### src/rtl/hcs_pkg.sv
`timescale 1ns / 1ps
// hcs_pkg: shared types, widths and codes of the hop capture sequencer
// no dependencies; imported by every module of the block

package hcs_pkg;

  localparam int unsigned HopsDefault = 4;

  localparam int unsigned KindW    = 2;
  localparam int unsigned CountW   = 16;
  localparam int unsigned GatherW  = 24;
  localparam int unsigned PauseW   = 28;
  localparam int unsigned RateW    = 30;
  localparam int unsigned CntW     = 29;
  localparam int unsigned BufW     = 4;
  localparam int unsigned StepW    = 4;
  localparam int unsigned FreqW    = 34;
  localparam int unsigned PhaseW   = 3;
  localparam int unsigned CfgIdxW  = 2;
  localparam int unsigned CfgDataW = 32;

  localparam int unsigned InDataW  = 16;
  localparam int unsigned InUserW  = 3;
  localparam int unsigned OutDataW = 96;

  typedef enum logic [KindW-1:0] {
    KIND_BLOCK  = 2'd0,
    KIND_FINISH = 2'd1,
    KIND_STOP   = 2'd2
  } kind_e;

  typedef enum logic [CfgIdxW-1:0] {
    REG_GATHER = 2'd0,
    REG_PAUSE  = 2'd1,
    REG_RATE   = 2'd2
  } cfg_reg_e;

  typedef enum logic [5:0] {
    MODE_STOPPED   = 6'b000001,
    MODE_STARTING  = 6'b000010,
    MODE_GATHERING = 6'b000100,
    MODE_PAUSING   = 6'b001000,
    MODE_AWAIT     = 6'b010000,
    MODE_RESULT    = 6'b100000
  } mode_e;

  localparam logic [PhaseW-1:0] PHASE_STOPPED   = 3'd0;
  localparam logic [PhaseW-1:0] PHASE_STARTING  = 3'd1;
  localparam logic [PhaseW-1:0] PHASE_GATHERING = 3'd2;
  localparam logic [PhaseW-1:0] PHASE_PAUSING   = 3'd3;
  localparam logic [PhaseW-1:0] PHASE_AWAIT     = 3'd4;
  localparam logic [PhaseW-1:0] PHASE_RESULT    = 3'd5;

  typedef struct packed {
    logic              dropped;
    logic [CountW-1:0] sample_count;
    logic [KindW-1:0]  kind;
  } item_t;

  typedef struct packed {
    logic [RateW-1:0]   sample_rate;
    logic [PauseW-1:0]  pause_samples;
    logic [GatherW-1:0] gather_samples;
  } cfg_t;

  typedef struct packed {
    logic [PhaseW-1:0]  phase;
    logic               deliver;
    logic               data_ready;
    logic [FreqW-1:0]   freq_offset;
    logic [StepW-1:0]   hop_step;
    logic               hop_valid;
    logic [CountW-1:0]  copy_count;
    logic [GatherW-1:0] copy_offset;
    logic [BufW-1:0]    copy_buffer;
    logic               copy_valid;
  } result_t;

  function automatic logic [PhaseW-1:0] phase_of(mode_e m);
    logic [PhaseW-1:0] p;
    unique case (m)
      MODE_STOPPED:   p = PHASE_STOPPED;
      MODE_STARTING:  p = PHASE_STARTING;
      MODE_GATHERING: p = PHASE_GATHERING;
      MODE_PAUSING:   p = PHASE_PAUSING;
      MODE_AWAIT:     p = PHASE_AWAIT;
      MODE_RESULT:    p = PHASE_RESULT;
      default:        p = PHASE_STOPPED;
    endcase
    return p;
  endfunction

endpackage

### src/rtl/hcs_cfg_regs.sv
`timescale 1ns / 1ps
// hcs_cfg_regs: configuration register file of the hop capture sequencer
// depends on hcs_pkg

module hcs_cfg_regs (
  input  logic                            clk_i,
  input  logic                            rst_ni,
  input  logic                            cfg_valid_i,
  output logic                            cfg_ready_o,
  input  logic [hcs_pkg::CfgIdxW-1:0]     cfg_index_i,
  input  logic [hcs_pkg::CfgDataW-1:0]    cfg_data_i,
  output hcs_pkg::cfg_t                   cfg_o
);
  import hcs_pkg::*;

  cfg_t cfg_q, cfg_d;
  logic wr;

  assign cfg_ready_o = 1'b1;
  assign wr          = cfg_valid_i & cfg_ready_o;

  always_comb begin
    cfg_d = cfg_q;
    if (wr) begin
      unique case (cfg_index_i)
        REG_GATHER: cfg_d.gather_samples = cfg_data_i[GatherW-1:0];
        REG_PAUSE:  cfg_d.pause_samples  = cfg_data_i[PauseW-1:0];
        REG_RATE:   cfg_d.sample_rate    = cfg_data_i[RateW-1:0];
        default:    ;
      endcase
    end
  end

  always_ff @(posedge clk_i or negedge rst_ni) begin
    if (!rst_ni) begin
      cfg_q.gather_samples <= GatherW'(1);
      cfg_q.pause_samples  <= '0;
      cfg_q.sample_rate    <= '0;
    end else begin
      cfg_q <= cfg_d;
    end
  end

  assign cfg_o = cfg_q;

endmodule

### src/rtl/hcs_in_stage.sv
`timescale 1ns / 1ps
// hcs_in_stage: input register of the sequencer, one item deep
// depends on hcs_pkg

module hcs_in_stage (
  input  logic           clk_i,
  input  logic           rst_ni,
  input  logic           valid_i,
  output logic           ready_o,
  input  hcs_pkg::item_t item_i,
  output logic           valid_o,
  input  logic           ready_i,
  output hcs_pkg::item_t item_o
);
  import hcs_pkg::*;

  logic  valid_q, valid_d;
  item_t item_q;
  logic  load;

  assign ready_o = !valid_q || ready_i;
  assign load    = valid_i && ready_o;

  always_comb begin
    valid_d = valid_q;
    if (load) begin
      valid_d = 1'b1;
    end else if (ready_i) begin
      valid_d = 1'b0;
    end
  end

  always_ff @(posedge clk_i or negedge rst_ni) begin
    if (!rst_ni) begin
      valid_q <= 1'b0;
    end else begin
      valid_q <= valid_d;
    end
  end

  always_ff @(posedge clk_i) begin
    if (load) begin
      item_q <= item_i;
    end
  end

  assign valid_o = valid_q;
  assign item_o  = item_q;

endmodule

### src/rtl/hcs_seq_core.sv
`timescale 1ns / 1ps
// hcs_seq_core: capture mode, buffer index and sample counter, plus the
// per-item result logic; depends on hcs_pkg

module hcs_seq_core #(
  parameter int unsigned HOPS = hcs_pkg::HopsDefault
) (
  input  logic             clk_i,
  input  logic             rst_ni,
  input  logic             fire_i,
  input  hcs_pkg::item_t   item_i,
  input  hcs_pkg::cfg_t    cfg_i,
  output hcs_pkg::result_t result_o
);
  import hcs_pkg::*;

  localparam int unsigned IdxW     = $clog2(HOPS + 1);
  localparam int unsigned HalfHops = HOPS / 2;
  localparam int unsigned WideStep = 6;

  mode_e             mode_q, mode_d;
  logic [IdxW-1:0]   idx_q, idx_d;
  logic [CntW-1:0]   cnt_q, cnt_d;

  logic [IdxW-1:0]     idx_g;
  logic [IdxW-1:0]     idx_inc;
  logic [GatherW-1:0]  cnt_g;
  logic                start_blk;
  logic                pause_end;
  logic                go_gather;
  logic [CntW-1:0]     pause_sum;
  logic [GatherW:0]    gather_sum;
  logic [GatherW-1:0]  remain;
  logic [WideStep-1:0] step_raw;
  logic [StepW-1:0]    step;
  logic signed [FreqW:0] hop_prod;
  result_t             res;

  assign start_blk = (mode_q == MODE_STOPPED) || (mode_q == MODE_STARTING);
  assign pause_sum = cnt_q + CntW'(item_i.sample_count);
  assign pause_end = (mode_q == MODE_PAUSING) && (pause_sum > CntW'(cfg_i.pause_samples));
  // the block that ends the pause is gathered from offset zero
  assign idx_g     = start_blk ? '0 : idx_q;
  assign cnt_g     = (start_blk || pause_end) ? '0 : cnt_q[GatherW-1:0];

  assign idx_inc   = idx_g + IdxW'(1);
  assign step_raw  = WideStep'(idx_inc) - WideStep'(HalfHops);
  assign step      = step_raw[StepW-1:0];
  assign hop_prod  = $signed(step) * $signed({1'b0, cfg_i.sample_rate});
  assign gather_sum = {1'b0, cnt_g} + (GatherW + 1)'(item_i.sample_count);
  assign remain    = (cnt_g < cfg_i.gather_samples) ? cfg_i.gather_samples - cnt_g : '0;

  always_comb begin
    mode_d    = mode_q;
    idx_d     = idx_q;
    cnt_d     = cnt_q;
    go_gather = 1'b0;
    res       = '0;

    unique case (item_i.kind)
      KIND_BLOCK: begin
        unique case (mode_q)
          MODE_STOPPED, MODE_STARTING: go_gather = 1'b1;
          MODE_PAUSING: begin
            if (pause_end) begin
              go_gather = 1'b1;
            end else begin
              cnt_d = pause_sum;
            end
          end
          MODE_GATHERING: go_gather = 1'b1;
          MODE_RESULT: begin
            mode_d      = MODE_STARTING;
            res.deliver = 1'b1;
          end
          MODE_AWAIT: ;
          default: ;
        endcase

        if (go_gather) begin
          mode_d = MODE_GATHERING;
          idx_d  = idx_g;
          if (item_i.dropped) begin
            cnt_d = '0;
          end else begin
            res.copy_valid  = 1'b1;
            res.copy_buffer = BufW'(idx_g);
            res.copy_offset = cnt_g;
            if (gather_sum < {1'b0, cfg_i.gather_samples}) begin
              res.copy_count = item_i.sample_count;
              cnt_d          = CntW'(gather_sum);
            end else begin
              // last block of this buffer, trimmed to the space left
              res.copy_count = remain[CountW-1:0];
              idx_d          = idx_inc;
              cnt_d          = '0;
              if (idx_inc >= IdxW'(HOPS)) begin
                mode_d         = MODE_AWAIT;
                res.data_ready = 1'b1;
              end else begin
                mode_d          = MODE_PAUSING;
                res.hop_valid   = 1'b1;
                res.hop_step    = step;
                res.freq_offset = hop_prod[FreqW-1:0];
              end
            end
          end
        end
      end
      KIND_FINISH: begin
        if (mode_q == MODE_AWAIT) begin
          mode_d = MODE_RESULT;
        end
      end
      KIND_STOP: begin
        // hop back to the center frequency
        if (mode_q != MODE_STOPPED) begin
          mode_d        = MODE_STOPPED;
          res.hop_valid = 1'b1;
        end
      end
      default: ;
    endcase

    res.phase = phase_of(mode_d);
  end

  always_ff @(posedge clk_i or negedge rst_ni) begin
    if (!rst_ni) begin
      mode_q <= MODE_STOPPED;
      idx_q  <= '0;
      cnt_q  <= '0;
    end else if (fire_i) begin
      mode_q <= mode_d;
      idx_q  <= idx_d;
      cnt_q  <= cnt_d;
    end
  end

  assign result_o = res;

endmodule

### src/rtl/hcs_out_stage.sv
`timescale 1ns / 1ps
// hcs_out_stage: result register toward the output channel
// depends on hcs_pkg

module hcs_out_stage (
  input  logic             clk_i,
  input  logic             rst_ni,
  input  logic             load_i,
  input  hcs_pkg::result_t result_i,
  output logic             ready_o,
  output logic             valid_o,
  input  logic             ready_i,
  output hcs_pkg::result_t result_o
);
  import hcs_pkg::*;

  logic    valid_q, valid_d;
  result_t result_q;

  assign ready_o = !valid_q || ready_i;

  always_comb begin
    valid_d = valid_q;
    if (load_i) begin
      valid_d = 1'b1;
    end else if (ready_i) begin
      valid_d = 1'b0;
    end
  end

  always_ff @(posedge clk_i or negedge rst_ni) begin
    if (!rst_ni) begin
      valid_q <= 1'b0;
    end else begin
      valid_q <= valid_d;
    end
  end

  always_ff @(posedge clk_i) begin
    if (load_i) begin
      result_q <= result_i;
    end
  end

  assign valid_o  = valid_q;
  assign result_o = result_q;

endmodule

### src/rtl/hop_capture_sequencer_unit.sv
`timescale 1ns / 1ps
// hop_capture_sequencer_unit: top level of the hop capture sequencer
// depends on hcs_pkg, hcs_cfg_regs, hcs_in_stage, hcs_seq_core, hcs_out_stage
//
// channel   direction  handshake               payload
// s_axis    in         s_axis_tvalid/tready    tdata sample_count, tuser kind, dropped
// m_axis    out        m_axis_tvalid/tready    tdata all result fields
// cfg       in         cfg_valid_i/cfg_ready_o cfg_index_i, cfg_data_i
//
// one item per cycle sustained while the output is not stalled; a result passes
// the input register, then the result register, before it can leave
// mode, buffer index and counter update in the cycle the item leaves the input
// register, so items follow each other without gaps
// a stalled output holds its result; the input register still takes one item
// reset at once clears mode, counters and both valid flags, sets config defaults

module hop_capture_sequencer_unit #(
  parameter int unsigned HOPS = hcs_pkg::HopsDefault
) (
  input  logic                          clk_i,
  input  logic                          rst_ni,
  input  logic                          s_axis_tvalid,
  output logic                          s_axis_tready,
  input  logic [hcs_pkg::InDataW-1:0]   s_axis_tdata,  // [15:0] sample_count
  input  logic [hcs_pkg::InUserW-1:0]   s_axis_tuser,  // [1:0] kind, [2] dropped
  output logic                          m_axis_tvalid,
  input  logic                          m_axis_tready,
  // [0] copy_valid, [4:1] copy_buffer, [28:5] copy_offset, [44:29] copy_count,
  // [45] hop_valid, [49:46] hop_step, [83:50] freq_offset, [84] data_ready,
  // [85] deliver, [88:86] phase, [95:89] zero
  output logic [hcs_pkg::OutDataW-1:0]  m_axis_tdata,
  input  logic                          cfg_valid_i,
  output logic                          cfg_ready_o,
  input  logic [hcs_pkg::CfgIdxW-1:0]   cfg_index_i,
  input  logic [hcs_pkg::CfgDataW-1:0]  cfg_data_i
);
  import hcs_pkg::*;

  localparam int unsigned ResW = $bits(result_t);

  cfg_t    cfg;
  item_t   in_item, core_item;
  logic    core_valid, out_ready, advance;
  result_t core_res, out_res;

  assign in_item.kind         = s_axis_tuser[KindW-1:0];
  assign in_item.dropped      = s_axis_tuser[KindW];
  assign in_item.sample_count = s_axis_tdata[CountW-1:0];

  hcs_cfg_regs u_cfg (
    .clk_i       (clk_i),
    .rst_ni      (rst_ni),
    .cfg_valid_i (cfg_valid_i),
    .cfg_ready_o (cfg_ready_o),
    .cfg_index_i (cfg_index_i),
    .cfg_data_i  (cfg_data_i),
    .cfg_o       (cfg)
  );

  hcs_in_stage u_in (
    .clk_i   (clk_i),
    .rst_ni  (rst_ni),
    .valid_i (s_axis_tvalid),
    .ready_o (s_axis_tready),
    .item_i  (in_item),
    .valid_o (core_valid),
    .ready_i (out_ready),
    .item_o  (core_item)
  );

  // item moves from input register into the result register
  assign advance = core_valid && out_ready;

  hcs_seq_core #(
    .HOPS (HOPS)
  ) u_core (
    .clk_i    (clk_i),
    .rst_ni   (rst_ni),
    .fire_i   (advance),
    .item_i   (core_item),
    .cfg_i    (cfg),
    .result_o (core_res)
  );

  hcs_out_stage u_out (
    .clk_i    (clk_i),
    .rst_ni   (rst_ni),
    .load_i   (advance),
    .result_i (core_res),
    .ready_o  (out_ready),
    .valid_o  (m_axis_tvalid),
    .ready_i  (m_axis_tready),
    .result_o (out_res)
  );

  assign m_axis_tdata = {(OutDataW - ResW)'(0), out_res};

endmodule

### config.mk
export PLATFORM = sky130hd
export DESIGN_NAME = hop_capture_sequencer_unit
export DESIGN_NICKNAME = d
export VERILOG_FILES = /design/src/rtl/hcs_pkg.sv /design/src/rtl/hcs_cfg_regs.sv /design/src/rtl/hcs_in_stage.sv /design/src/rtl/hcs_seq_core.sv /design/src/rtl/hcs_out_stage.sv /design/src/rtl/hop_capture_sequencer_unit.sv
export SDC_FILE = /design/constraint.sdc
export NUM_CORES = 1
export LEC_CHECK = 0
export BUFFER_PORTS_ARGS = -buffer_cell sky130_fd_sc_hd__buf_2
export CORE_UTILIZATION = 61
export DETAILED_ROUTE_END_ITERATION = 8
export PLACE_DENSITY_LB_ADDON = 0.25
export SLEW_MARGIN = 5
export SYNTH_ARGS = -nofsm -noshare
export SYNTH_HDL_FRONTEND = slang
export SYNTH_HIERARCHICAL = 1
export SYNTH_SLANG_ARGS = --single-unit
### constraint.sdc
create_clock -name clk_i -period 11.2 [get_ports clk_i]
set_input_delay 1.12 -clock clk_i [delete_from_list [all_inputs] [get_ports clk_i]]
set_output_delay 1.12 -clock clk_i [all_outputs]
set_load 0.1 [all_outputs]
======== Word level (Yosys, flattened, before mapping) ========
Cells that the tools add are included.
storage, ports and cells
  bits in registers ....................... 230
cells by class
  mux-type cells .......................... 35
  add/sub/neg operators ................... 5
  bitwise logic cells ..................... 2
  order comparisons ....................... 4
  eq/ne operators ......................... 17
  multipliers ............................. 1
  reduce and logical (&&, ||, !) cells .... 24
operators with widths
  cell                  count
  $mux W29              4
  $mux W46              2
  $mux W6               6
  $mul A4 B31 Y34       1
  $mux W16              2
  $add A29 B16 Y29      1
  $gt A29 B28 Y1        1
  $add A24 B16 Y25      1
  $lt A25 B24 Y1        1
  $mux W25              1
  $lt A24 B24 Y1        1
  $mux W24              1
  $pmux W6 S3           1
  $sub A16 B16 Y16      1
  $pmux W3 S5           1
  $eq A6 B2 Y1 const B  2
  $eq A6 B3 Y1 const B  2
  $eq A6 B4 Y1 const B  2
  $eq A6 B5 Y1 const B  2
  $eq A6 B6 Y1 const B  2
  $mux W1               11
  $mux W3               3
  $reduce_and A2 Y1     4
  $eq A6 B1 Y1 const B  1
  20 further kinds      34

======== Longest topological paths before layout ========
Gate-level depths: netlist of run 1.
  word-level depth ........................ 13
  depth in mapped cells ................... 48
  mapped depth without buffers ............ 45

======== Cells and area by module ========
Netlist of run 1, hierarchy kept.
by module, submodules not included
  module                      times used  area an instance (um2)  cells each  sequential area each (um2)
  hcs_seq_core                1           11045.6                 1444        952.2
  hcs_cfg_regs                1           3193.1                  177         2053.2
  hcs_out_stage               1           2720.1                  92          2697.6
  hcs_in_stage                1           624.3                   23          595.6
  hop_capture_sequencer_unit  1           62.6                    9           0.0

======== Worst setup path before layout of run 1 ========
No wires, ideal clock.
  path type ............................... flip-flop to flip-flop
  from .................................... register u_in.item_q, in the netlist u_in/item_o[2]
  to ...................................... register u_out.result_q, in the netlist u_out/result_o[49] (data pin)
  cell stages (with the launch flop) ...... 47
  arrival time ............................ 9174 ps
  slack ................................... 1775 ps
  required time ........................... 10949 ps
  buffers on the path ..................... 5
  path through ............................ edfxtp_1 > ha_1 > inv_1 > fa_1 > nand2b_1 > a21oi_1 > o21ai_0 > a31oi_1 > nand2_1 > nand2_1 > a21oi_1 > nor2_1 > and3_1 > xor2_1 > ha_1 > a21o_1 > a21oi_1 > o211ai_1 > [11 not listed] > o31a_1 > a211oi_1 > nor3_1 > nor3_1 > a21oi_1 > nand2_1 > xor2_1 > nor2_1 > ha_1 > and4_1 > a2111oi_0 > o311a_1 > o21bai_1 > nor2_2 > buf_2 > buf_2 > nor3b_1 > buf_4
between the ends
  cells in the longest elaborated chain, start to end .. 8
RTL lines
  item                                           RTL line                                RTL
  from (decl)                                    hcs_in_stage.sv:18                      item_t item_q;
  from (signal assigned)                         hcs_in_stage.sv:43                      item_q <= item_i;
  $add A29 B16 Y29                               hcs_seq_core.sv:40                      assign pause_sum = cnt_q + CntW'(item_i.sample_count);
  $gt A29 B28 Y1                                 hcs_seq_core.sv:41                      assign pause_end = (mode_q == MODE_PAUSING) && (pause_sum > CntW'(cfg_i.pause_samples));
  $logic_and A1 B1 Y1                            hcs_seq_core.sv:41
  $logic_or A1 B1 Y1 or $mux W1 (tied branches)  hcs_seq_core.sv:44, hcs_seq_core.sv:65
  $mux W24 or $pmux W1 S2 (tied branches)        hcs_seq_core.sv:44, hcs_seq_core.sv:62
  $add A24 B16 Y25 or $mux W1 (tied branches)    hcs_seq_core.sv:50, hcs_seq_core.sv:60
  $lt A25 B24 Y1 or $not A1 Y1 (tied branches)   --
  $reduce_or A5 Y1 (no line) (*)                 --
  to (signal assigned)                           hcs_out_stage.sv:41                     result_q <= result_i;
  to (decl)                                      hcs_out_stage.sv:18                     result_t result_q;
Every way passes the cells marked *; elsewhere a longest branch is shown, timed or not. The select of a mux whose other input is x is not followed.
A chain may end at the register's enable or synchronous reset.

======== Worst setup path after layout of run 1 ========
  from .................................... register u_in.item_q, in the netlist u_in/item_o[2]
  to ...................................... register u_out.result_q, in the netlist u_out/result_o[32] (data pin)
between the ends
  cells in the longest elaborated chain, start to end .. 8
RTL lines
  item                                           RTL line                                RTL
  $add A29 B16 Y29                               hcs_seq_core.sv:40
  $gt A29 B28 Y1                                 hcs_seq_core.sv:41
  $logic_and A1 B1 Y1                            hcs_seq_core.sv:41
  $logic_or A1 B1 Y1 or $mux W1 (tied branches)  hcs_seq_core.sv:44, hcs_seq_core.sv:65
  $mux W24 or $pmux W1 S2 (tied branches)        hcs_seq_core.sv:44, hcs_seq_core.sv:62
  $add A24 B16 Y25 (tied with other cells)       hcs_seq_core.sv:50                      assign gather_sum = {1'b0, cnt_g} + (GatherW + 1)'(item_i.sample_count);
  $lt A25 B24 Y1 (tied with other cells)         hcs_seq_core.sv:89                      if (gather_sum < {1'b0, cfg_i.gather_samples}) begin
  $mux W16 or $reduce_or A3 Y1 (tied branches)   --
Parallel ways exist; a longest one is shown, timed or not. The select of a mux whose other input is x is not followed.

==> results of run 1 <==
[critical path, delay by kind of cell (launching register included)]
family / cells / cell delay, ps
xor gates and xnor gates: 2 / 380
and+or+nand+nor: 14 / 2530
AOI/OAI and AO/OA: 19 / 4500
buffers and inverters: 5 / 850
DFF: 1 / 400
adders and majority gates: 5 / 1440
[per-stage QoR]
step                setup WS [ps]  cells
global placement              712   2233
detailed placement            495   2233
global route                  181   2282
CTS                           412   2282
finish                        772   2284
floorplan                    1770   1751
[cell families (layout without fill, tap and decap cells)]
family                     after synthesis  in the layout  synth area share (%)
DFF                                    230            230                  35.7
buffers and inverters                  229            382                  5.59
xor gates and xnor gates                90             90                  4.47
AOI/OAI and AO/OA                      311            311                  12.4
other                                    3             11                0.0638
muxes                                   86             86                  5.89
adders and majority gates              252            252                  20.4
and+or+nand+nor                        544            544                  15.5
[cell usage after synthesis (29+ instances only)]
| master | number |
|---|---|
| a21oi_1 | 94 |
| fa_1 | 60 |
| clkbuf_1 | 37 |
| nor2_1 | 170 |
| xnor2_1 | 56 |
| dfrtp_1 | 120 |
| o21ai_0 | 52 |
| nand2b_1 | 71 |
| nand2_1 | 108 |
| edfxtp_1 | 108 |
| and2_1 | 53 |
| ha_1 | 192 |
| a21o_1 | 29 |
| inv_1 | 162 |
| mux2_2 | 61 |
| xor2_1 | 34 |
[per-layer routing]
layer  GRT usage (%)  up-vias
met1            36.4     6487
met3            4.99       86
met4            9.85        6
met5               0        -
li1                -     6334
met2            50.2      345
[area by class of cell]
type | instances | area share, %
clock inverter | 12 | 0.573
inverter | 162 | 3.09
sequential | 230 | 32.1
timing repair buffer | 171 | 4.75
multi-input combinational | 1292 | 53.0
clock buffer | 37 | 4.05
antenna | 2 | 0.0255
tap | 378 | 2.41
[how the worst max path moves through the flow]
stage | slack, ps | to | from | cells past startpoint
global route | 180 | u_out/result_o[87] | u_in/item_o[3] | 41
global placement | 710 | u_out/result_o[32] | u_in/item_o[2] | 45
detailed placement | 500 | u_out/result_o[87] | u_in/item_o[2] | 43
finish | 770 | u_out/result_o[32] | u_in/item_o[2] | 45
CTS | 410 | u_out/result_o[87] | u_in/item_o[2] | 43
floorplan | 1770 | u_out/result_o[49] | u_in/item_o[2] | 46
[sequential cells by signal, summed over array words and instances (netlist names)]
name,count
u_core/cnt_q,29
u_out/valid_o,1
u_cfg/cfg_o,82
u_in/valid_o,1
u_core/mode_q,6
u_out/result_o,89
u_core/idx_q,3
u_in/item_o,19
[repair_timing]
| action | CTS | global route |
|---|---|---|
| gates resized for setup | 0 | 5 |
| hold endpoints to repair | 0 | 0 |
| buffers inserted | 0 | 0 |
| setup endpoints to repair | 0 | 83 |
[where the power goes]
part | switching (mW) | internal, mW
clock network | 0.356 | 0.540
logic | 2.60 | 1.79
registers | 0.125 | 1.02
==> metrics.yaml, run 1 <==
outcome:
  status: "completed"
critical_path:
  rr_endpoint: "u_out/result_o[32]"
  rrSetupSlack_ps: 770
  path_max_fanout: 16
  r2r_start: "u_in/item_o[2]"
  crit_path_top_delay_cell: "or3b_1"
  crit_required_ps: 11480
  endpoint_kind: "register"
  reg2regPathDepth: 45
  critPathLaunchType: "register"
  worstSetupPathType: "reg -> reg"
  cp.arrival_ps: 10700
  critical-path-max-stage-delay_ps: 570
synth:
  synth_edf_count: 108
  ys_seq_area_share_pct: 35.7
  syn_inst: 1745
  synth_cell_types: 84
  synth_warnings: 6
  synthFlopType: "dfrtp_1"
  async_flop_share_pct: 53.0
  ys_ff_latch: 230
  syn_area_sq_mm: 0.0176
  synth_top_area_share_pct: 18.4
  yosys-top-cells-area: "edfxtp_1, dfrtp_1, ha_1"
  syn-mean-instance-area_sq_um: 10.1
  yosysTopAreaCell: "edfxtp_1"
layout:
  multiInputGateArea_sq_mm: 0.0104
  final_cell_mix: "ha_1, nor2_1, inv_1"
  final_nets: 2194
  seqCellArea_sq_mm: 0.00630
  layout_commonest_cell: "ha_1"
  fin_area_sq_mm: 0.0197
  syn2layout_area_growth_pct: 11.4
  final_util_pct: 70.0
  drive_above_1_share_pct: 17.4
  fillCellCount: 2179
drt:
  met3WireLength_mm: 2.27
  wl_met1_mm: 17.8
  drt_wl_total_mm: 42.0
  first_pass_iters: 5
  top_layer: "met5"
  drc: 0
  dr_total_vias: 13258
  met2_length_mm: 20.6
  routed_via_density: 5.80
  ant_nets: 0
  drt_iter0_drc: 729
  wl_per_cell_um: 18.4
sta:
  rsz0062_at_grt: "no"
  max_freq_mhz: 95.9
  whs_ps: 505
  tns_ps: 0
  final-hold-violation-count: 0
  tightest_slew_ps: 1200
  fin_crit_sh_pct: 93.1
  slew_violations: 0
  finalSetupViolCount: 0
  period_needed_ps: 10430
  slew_headroom_pct: 19.6
  skew_ps: 11.5
power_and_ir_drop:
  power.density_mw_per_mm2: 327
  totalPowerFinal_mw: 6.43
  cellLeakagePower_nw: 9.39
  irDropWorstVdd_v: 0.000223
clock_network:
  cts.sinks: 230
  clockRootBuffer: "clkbuf_16"
  insertion_delay_ps: 540
  clk_pin_slew_worst_paths_ps: 60
  cts_buffers: 27
  cts_max_level: 1
  tritoncts: "done"
  clock_path_buffers: 3
  cts_hold_buf: 0
place:
  place_hpwl_mm: 31.5
  gp_congestion: 0.943
  postPlaceCellArea_sq_mm: 0.0187
  port_buffers: 146
flow_run:
  cap_violations: 0
worst_hold_path:
  worstHoldStart: "u_cfg/cfg_o[15]"
  hold_path_end: "u_cfg/cfg_o[15]"
  min_path_cells: 1
  hp-class: "reg -> reg"
die:
  die_h_um: 172
  rows: 61
  die_w_um: 172
  core-area_sq_mm: 0.0281
  ios: 157
  start_util_pct: 62.8
  die_area_sq_mm: 0.0296
global_routing:
  grt_pass1_vias: 13334
  grt_start_max_net_pins: 68
  antenna_found_initial: 5
  overflow: 0
  grt_pass1_wl_mm: 67.3
  grtUsageTotal_pct: 28.9
Power figures use the tool's default switching activity.
==> run 2, diff against run 1 <==
--- a/config.mk
+++ b/config.mk
@@ -6,7 +6,10 @@
 export NUM_CORES = 1
 export LEC_CHECK = 0
 export BUFFER_PORTS_ARGS = -buffer_cell sky130_fd_sc_hd__buf_2
-export CORE_UTILIZATION = 61
+export CELL_PAD_IN_SITES_DETAIL_PLACEMENT = 2
+export CELL_PAD_IN_SITES_GLOBAL_PLACEMENT = 2
+export CORE_ASPECT_RATIO = 0.8
+export CORE_UTILIZATION = 40
 export DETAILED_ROUTE_END_ITERATION = 8
 export PLACE_DENSITY_LB_ADDON = 0.25
 export SLEW_MARGIN = 5
==> run 2 against run 1 <==
Against the previous run:
- maximum frequency shrank 1.2%
- sequential share of layout area shrank 1.2 points
- combinational power grew 15%
- highest routed layer unchanged
==> metrics.yaml, run 2 (same netlist as run 1, synthesis figures left out) <==
outcome:
  status: "completed"
die:
  rows: 68  # +11%
  start_util_pct: 40.7  # -22 points
  ios: 157  # unchanged
  core-area_sq_mm: 0.0433  # +54%
  die_h_um: 190  # +10%
  die_w_um: 237  # +38%
  die_area_sq_mm: 0.0450  # +52%
place:
  postPlaceCellArea_sq_mm: 0.0194  # +3.8%
  place_hpwl_mm: 45.2  # +44%
  port_buffers: 146  # unchanged
  pre_cts_ws_ps: 101  # -394 ps
  gp_congestion: 0.851  # -9.8%
critical_path:
  cp_common_cell: "nand2_1"
  critical-path-max-stage-delay_ps: 470  # -100 ps
  path_max_fanout: 10  # -6
  r2r_start: "u_in/item_o[2]"
  worstSetupPathType: "reg -> reg"
  crit_path_top_delay_cell: "a2111oi_1"
  cp.arrival_ps: 10940  # +240 ps
  endpoint_kind: "register"
  critPathLaunchType: "register"
  reg2regPathDepth: 45  # unchanged
  rr_endpoint: "u_out/result_o[87]"
  crit_required_ps: 11580  # +100 ps
  rrSetupSlack_ps: 650  # -130 ps
sta:
  finalSetupViolCount: 0  # unchanged
  slew_headroom_pct: 27.1  # +7.4 points
  setup_ws_ps: 645  # -126 ps
  max_freq_mhz: 94.7  # -1.2%
  rsz0062_at_grt: "no"
  fin_crit_sh_pct: 94.2  # +1.1 points
  final-hold-violation-count: 0  # unchanged
  period_needed_ps: 10550  # +126 ps
  tightest_slew_ps: 1090  # -106 ps
  skew_ps: 19.7  # +8.22 ps
  tns_ps: 0  # unchanged
  slew_violations: 0  # unchanged
layout:
  final_util_pct: 47.2  # -23 points
  fillCellCount: 4536  # +110%
  largest_reg_flops: 89  # unchanged
  syn2layout_area_growth_pct: 15.8
  final_cell_mix: "ha_1, nor2_1, inv_1"
  final_nets: 2256  # +2.8%
  drive_above_1_share_pct: 20.5  # +3.1 points
  layout_commonest_cell: "ha_1"
  fin_area_sq_mm: 0.0204  # +3.9%
drt:
  ant_nets: 0  # unchanged
  drt_iter0_drc: 676  # -7.3%
  drt_wl_total_mm: 60.2  # +43%
  dr_total_vias: 14132  # +6.6%
  first_pass_iters: 5  # unchanged
  routed_via_density: 5.59  # -3.7%
  drc: 0  # unchanged
  wl_per_cell_um: 23.8  # +30%
power_and_ir_drop:
  power.density_mw_per_mm2: 351  # +7.3%
  cellLeakagePower_nw: 9.72  # +3.5%
  irDropWorstVdd_v: 0.000137  # -38%
  totalPowerFinal_mw: 7.18  # +12%
global_routing:
  overflow: 0  # unchanged
  grt_pass1_wl_mm: 94.3  # +40%
  grt_start_max_net_pins: 65  # -4.4%
  grt_pass1_vias: 16082  # +21%
  antenna_found_initial: 3  # -2
  grtUsageTotal_pct: 27.0  # -1.9 points
worst_hold_path:
  worstHoldStart: "u_cfg/cfg_o[26]"
  hold_path_end: "u_cfg/cfg_o[26]"
  min_path_cells: 1  # unchanged
  hp-class: "reg -> reg"
clock_network:
  cts.sinks: 230  # unchanged
  cts_hold_buf: 0  # unchanged
  tritoncts: "done"
  insertion_delay_ps: 580  # +40 ps
  clock_path_buffers: 3  # unchanged
  cts_buffers: 27  # unchanged
  clk_pin_slew_worst_paths_ps: 60  # about the same
  cts_max_level: 1  # unchanged
  clockRootBuffer: "clkbuf_16"
flow_run:
  cap_violations: 0  # unchanged
## run 2: metrics by stage
| stage | hold WS [ps] | std cells |
|---|---|---|
| 2_1_floorplan | 458 | 1751 |
| 3_3_place_gp | 472 | 2477 |
| 3_5_place_dp | 483 | 2477 |
| 4_1_cts | 513 | 2526 |
| 5_1_grt | 531 | 2526 |
| 6_report | 510 | 2528 |
## run 2: worst max path at each step
stage                   start            endpoint  slack (ps)
2_1_floorplan  u_in/item_o[2]  u_out/result_o[49]        1770
3_3_place_gp   u_in/item_o[2]  u_out/result_o[87]         990
5_1_grt        u_in/item_o[3]  u_out/result_o[87]          30
3_5_place_dp   u_in/item_o[2]  u_out/result_o[87]         100
6_report       u_in/item_o[2]  u_out/result_o[87]         650
4_1_cts        u_in/item_o[2]  u_out/result_o[87]           5
## run 2: per-layer routing
layer	up-vias	part of all wire [%]	track usage [%]
met5	-	0.022	0
met4	2	2.9	7.92
met3	92	3.2	3.19
met2	281	49	47.5
met1	7292	45	34.8
li1	6465	-	-
## run 2: power breakdown
group / switching, mW / internal [mW] / total (mW)
logic: 3.07 / 2.00 / 5.07
registers: 0.134 / 1.02 / 1.16
clock network: 0.393 / 0.558 / 0.952
## run 2: area by class of cell
class / count / area [sq um] / share of cell area (%)
multi-input cells: 1292 / 10500 / 51.2
flip-flops and latches: 230 / 6300 / 30.8
repair buffers: 233 / 1410 / 6.91
clock buffers: 40 / 868 / 4.25
well taps: 560 / 701 / 3.43
inverters: 162 / 608 / 2.98
clock inverters: 9 / 77.6 / 0.380
diodes: 2 / 5.00 / 0.0245
## run 2: what timing repair did
action                     4_1_cts  5_1_grt
hold endpoints to repair         0        0
resized for setup                1       13
pin swaps                        0        1
setup buffers                    0        0
setup endpoints to repair        2       89
## run 2: critical path: cells and delay by family (launching register included)
family | cells | cell delay (ps)
compound gates | 17 | 4240
simple gates | 15 | 2720
xor+xnor | 3 | 670
flops | 1 | 430
fa+ha+maj | 5 | 1500
buf+inv | 5 | 770
==> run 3, diff against run 2 <==
--- a/config.mk
+++ b/config.mk
@@ -5,13 +5,15 @@
 export SDC_FILE = /design/constraint.sdc
 export NUM_CORES = 1
 export LEC_CHECK = 0
+export ABC_AREA = 1
 export BUFFER_PORTS_ARGS = -buffer_cell sky130_fd_sc_hd__buf_2
 export CELL_PAD_IN_SITES_DETAIL_PLACEMENT = 2
 export CELL_PAD_IN_SITES_GLOBAL_PLACEMENT = 2
 export CORE_ASPECT_RATIO = 0.8
-export CORE_UTILIZATION = 40
+export CORE_UTILIZATION = 37
 export DETAILED_ROUTE_END_ITERATION = 8
-export PLACE_DENSITY_LB_ADDON = 0.25
+export PLACE_DENSITY_LB_ADDON = 0.1
+export REMOVE_ABC_BUFFERS = 1
 export SLEW_MARGIN = 5
 export SYNTH_ARGS = -nofsm -noshare
 export SYNTH_HDL_FRONTEND = slang
==> run 3 against run 2 <==
Against the previous run:
- the flow now finishes with violations (design-rule violations)
- critical path depth is the same
- utilization shrank 4.7 points
- wire length shrank 3.7%
- sequential cell count is the same
- via count grew 8.4%
- count of clock-buffer cells in the layout grew 5
- non-clock buffer count shrank 78
- first-iteration DRC count shrank 9.5%
- global-route usage shrank 3.0 points
- cell area shrank 1.6%
- largest cell class unchanged
- highest routed layer is now met4
==> metrics.yaml, run 3 <==
layout:
  layout_commonest_cell: "nand2_1"
  syn2layout_area_growth_pct: 12.4
  drive_above_1_share_pct: 11.7  # -8.8 points
  final_nets: 2599  # +15%
  fillCellCount: 5407  # +19%
  multiInputGateArea_sq_mm: 0.0100  # -4.0%
  seqCellArea_sq_mm: 0.00630  # unchanged
  largest_reg_flops: 89  # unchanged
  final_util_pct: 42.5  # -4.7 points
  final_cell_mix: "nand2_1, inv_1, nor2_1"
synth:
  synth_warnings: 6  # unchanged
  syn_inst: 2172  # +24%
  netlist_top_cells_count: "nand2_1, inv_1, nor2_1"
  synth_edf_count: 108  # unchanged
  yosysTopAreaCell: "edfxtp_1"
  syn_area_sq_mm: 0.0179  # +1.3%
  yosys-top-cells-area: "edfxtp_1, dfrtp_1, ha_1"
  ys_ff_latch: 230  # unchanged
  ys_seq_area_share_pct: 35.2  # -0.47 points
  synthFlopType: "dfrtp_1"
  async_flop_share_pct: 53.0  # unchanged
  synth_top_area_share_pct: 18.1  # -0.24 points
  synth_cell_types: 60  # -29%
  synth_most_common_cell: "nand2_1"
  syn-mean-instance-area_sq_um: 8.23  # -19%
critical_path:
  crit_path_top_delay_cell: "nor4_1"
  critical-path-max-stage-delay_ps: 680  # +210 ps
  r2r_start: "u_in/item_o[16]"
  critPathLaunchType: "register"
  cp_common_cell: "nand2_1"
  cp.arrival_ps: 10590  # -350 ps
  endpoint_kind: "register"
  worstSetupPathType: "reg -> reg"
  crit_required_ps: 11690  # +110 ps
  path_max_fanout: 37  # +27
  cp-startpoint: "u_in/item_o[16]"
global_routing:
  grt_pass1_vias: 16893  # +5.0%
  grt_pass1_wl_mm: 92.9  # -1.4%
  grtUsageTotal_pct: 24.0  # -3.0 points
  grt_start_max_net_pins: 64  # -1.5%
  overflow: 0  # unchanged
  antenna_found_initial: 1  # -2
sta:
  max_freq_mhz: 99.0  # +4.5%
  skew_ps: 9.20  # -10.5 ps
  tns_ps: 0  # unchanged
  fin_crit_sh_pct: 90.2  # -4.1 points
  rsz0062_at_grt: "no"
  period_needed_ps: 10100  # -455 ps
  finalSetupViolCount: 0  # unchanged
  tightest_slew_ps: 1190  # +102 ps
  slew_headroom_pct: 20.3  # -6.7 points
  slew_violations: 0  # unchanged
  final-hold-violation-count: 0  # unchanged
die:
  core-area_sq_mm: 0.0473  # +9.3%
  die_area_sq_mm: 0.0492  # +9.5%
  ios: 157  # unchanged
  start_util_pct: 37.8  # -3.0 points
  rows: 71  # +4.4%
  die_w_um: 248  # +4.6%
  die_h_um: 199  # +4.6%
worst_hold_path:
  worstHoldStart: "u_cfg/cfg_o[19]"
  hp-class: "reg -> reg"
drt:
  met3WireLength_mm: 1.77  # -9.3%
  routed_via_density: 5.22  # -6.5%
  drt_iter0_drc: 612  # -9.5%
  wl_per_cell_um: 19.8  # -17%
  ant_nets: 0  # unchanged
  drc: 24  # +24
  top_layer: "met4"
  wl_met1_mm: 27.7  # +2.9%
  met2_length_mm: 27.2  # -8.1%
  dr_total_vias: 15317  # +8.4%
  first_pass_iters: 7  # +2
  drt_wl_total_mm: 57.9  # -3.7%
clock_network:
  cts_max_level: 1  # unchanged
  cts.sinks: 230  # unchanged
  tritoncts: "done"
  cts_buffers: 28  # +3.7%
  cts_hold_buf: 0  # unchanged
  clockRootBuffer: "clkbuf_16"
  ctsResizeCount: 0  # -1
  cts_setup_buffers: 0  # unchanged
  insertion_delay_ps: 570  # about the same
  clk_pin_slew_worst_paths_ps: 60  # about the same
  clock_path_buffers: 3  # unchanged
place:
  port_buffers: 146  # unchanged
  place_hpwl_mm: 45.3  # about the same
  gp_congestion: 0.865  # +1.6%
flow_run:
  cap_violations: 0  # unchanged
outcome:
  status: "finished, violations left"
  violations: "design-rule violations"
==> run 3: cell types whose count changed after synthesis, moves of 30 or more <==
| cell | previous run | this run |
|---|---|---|
| nand2_1 | 108 | 497 |
| inv_1 | 162 | 306 |
| nand2b_1 | 71 | 0 |
| nand4_1 | 12 | 77 |
| mux2_2 | 61 | 0 |
| and2_1 | 53 | 0 |
| nor2_1 | 170 | 216 |
| nand3_1 | 23 | 67 |
| a21oi_1 | 94 | 127 |
| buf_2 | 4 | 34 |
==> run 3: critical path: cells and delay by family, from the launching register on <==
kind | cells | cell delay (ps)
compound gates | 9 | 2100
xor+xnor | 1 | 260
fa+ha+maj | 5 | 1560
buf+inv | 7 | 980
flops | 1 | 460
simple gates | 23 | 4570
==> run 3: per-stage QoR <==
| step | worst slack, ps | instance area [sq um] | hold WS [ps] | cells |
|---|---|---|---|---|
| global placement | 1660 | 19100 | 461 | 2879 |
| detailed placement | 1270 | 19100 | 463 | 2879 |
| floorplan | 3350 | 17500 | 442 | 2104 |
| finish | 1100 | 20100 | 473 | 2932 |
| global route | 357 | 20100 | 503 | 2931 |
| CTS | 1150 | 20100 | 478 | 2931 |
==> run 3: per-layer routing <==
layer / vias up / track usage, %
li1: 7324 / -
met1: 7753 / 33.5
met2: 191 / 39.7
met3: 49 / 2.51
met4: 0 / 5.41
met5: - / 0
==> run 3: final timing paths <==
| kind | end | slack, ps | depth (start not counted) |
|---|---|---|---|
| setup / recovery | u_core/idx_q[0] | 1100 | 45 |
| hold / removal | u_cfg/cfg_o[19] | 470 | 2 |
| setup reg to reg | u_core/idx_q[0] | 1100 | 45 |
| hold reg to reg | u_cfg/cfg_o[19] | 470 | 2 |
| max in group asynchronous | u_in/valid_o | 9110 | 2 |
| min in group asynchronous | u_core/idx_q[1] | 650 | 1 |
==> run 3: logic make-up after synthesis <==
kind of cell	Yosys count	share of synthesized area [%]
AOI/OAI and AO/OA	283	9.17
xor gates and xnor gates	75	3.72
adders and majority gates	252	20.1
buffers and inverters	393	8.81
DFF	230	35.2
other	3	0.0630
and+or+nand+nor	936	22.9
==> run 3: area by class of cell <==
| type | instances | share of cell area [%] |
|---|---|---|
| tap | 620 | 3.86 |
| timing repair buffer | 155 | 3.98 |
| multi-input combinational | 1555 | 49.9 |
| clock buffer | 45 | 4.62 |
| antenna | 1 | 0.0124 |
| inverter | 319 | 5.97 |
| clock inverter | 7 | 0.311 |
| sequential | 230 | 31.3 |
Power of run 3 is left out: the tool's default activity adds up to more than one toggle a clock period on the data nets, which glitch-free logic cannot reach.
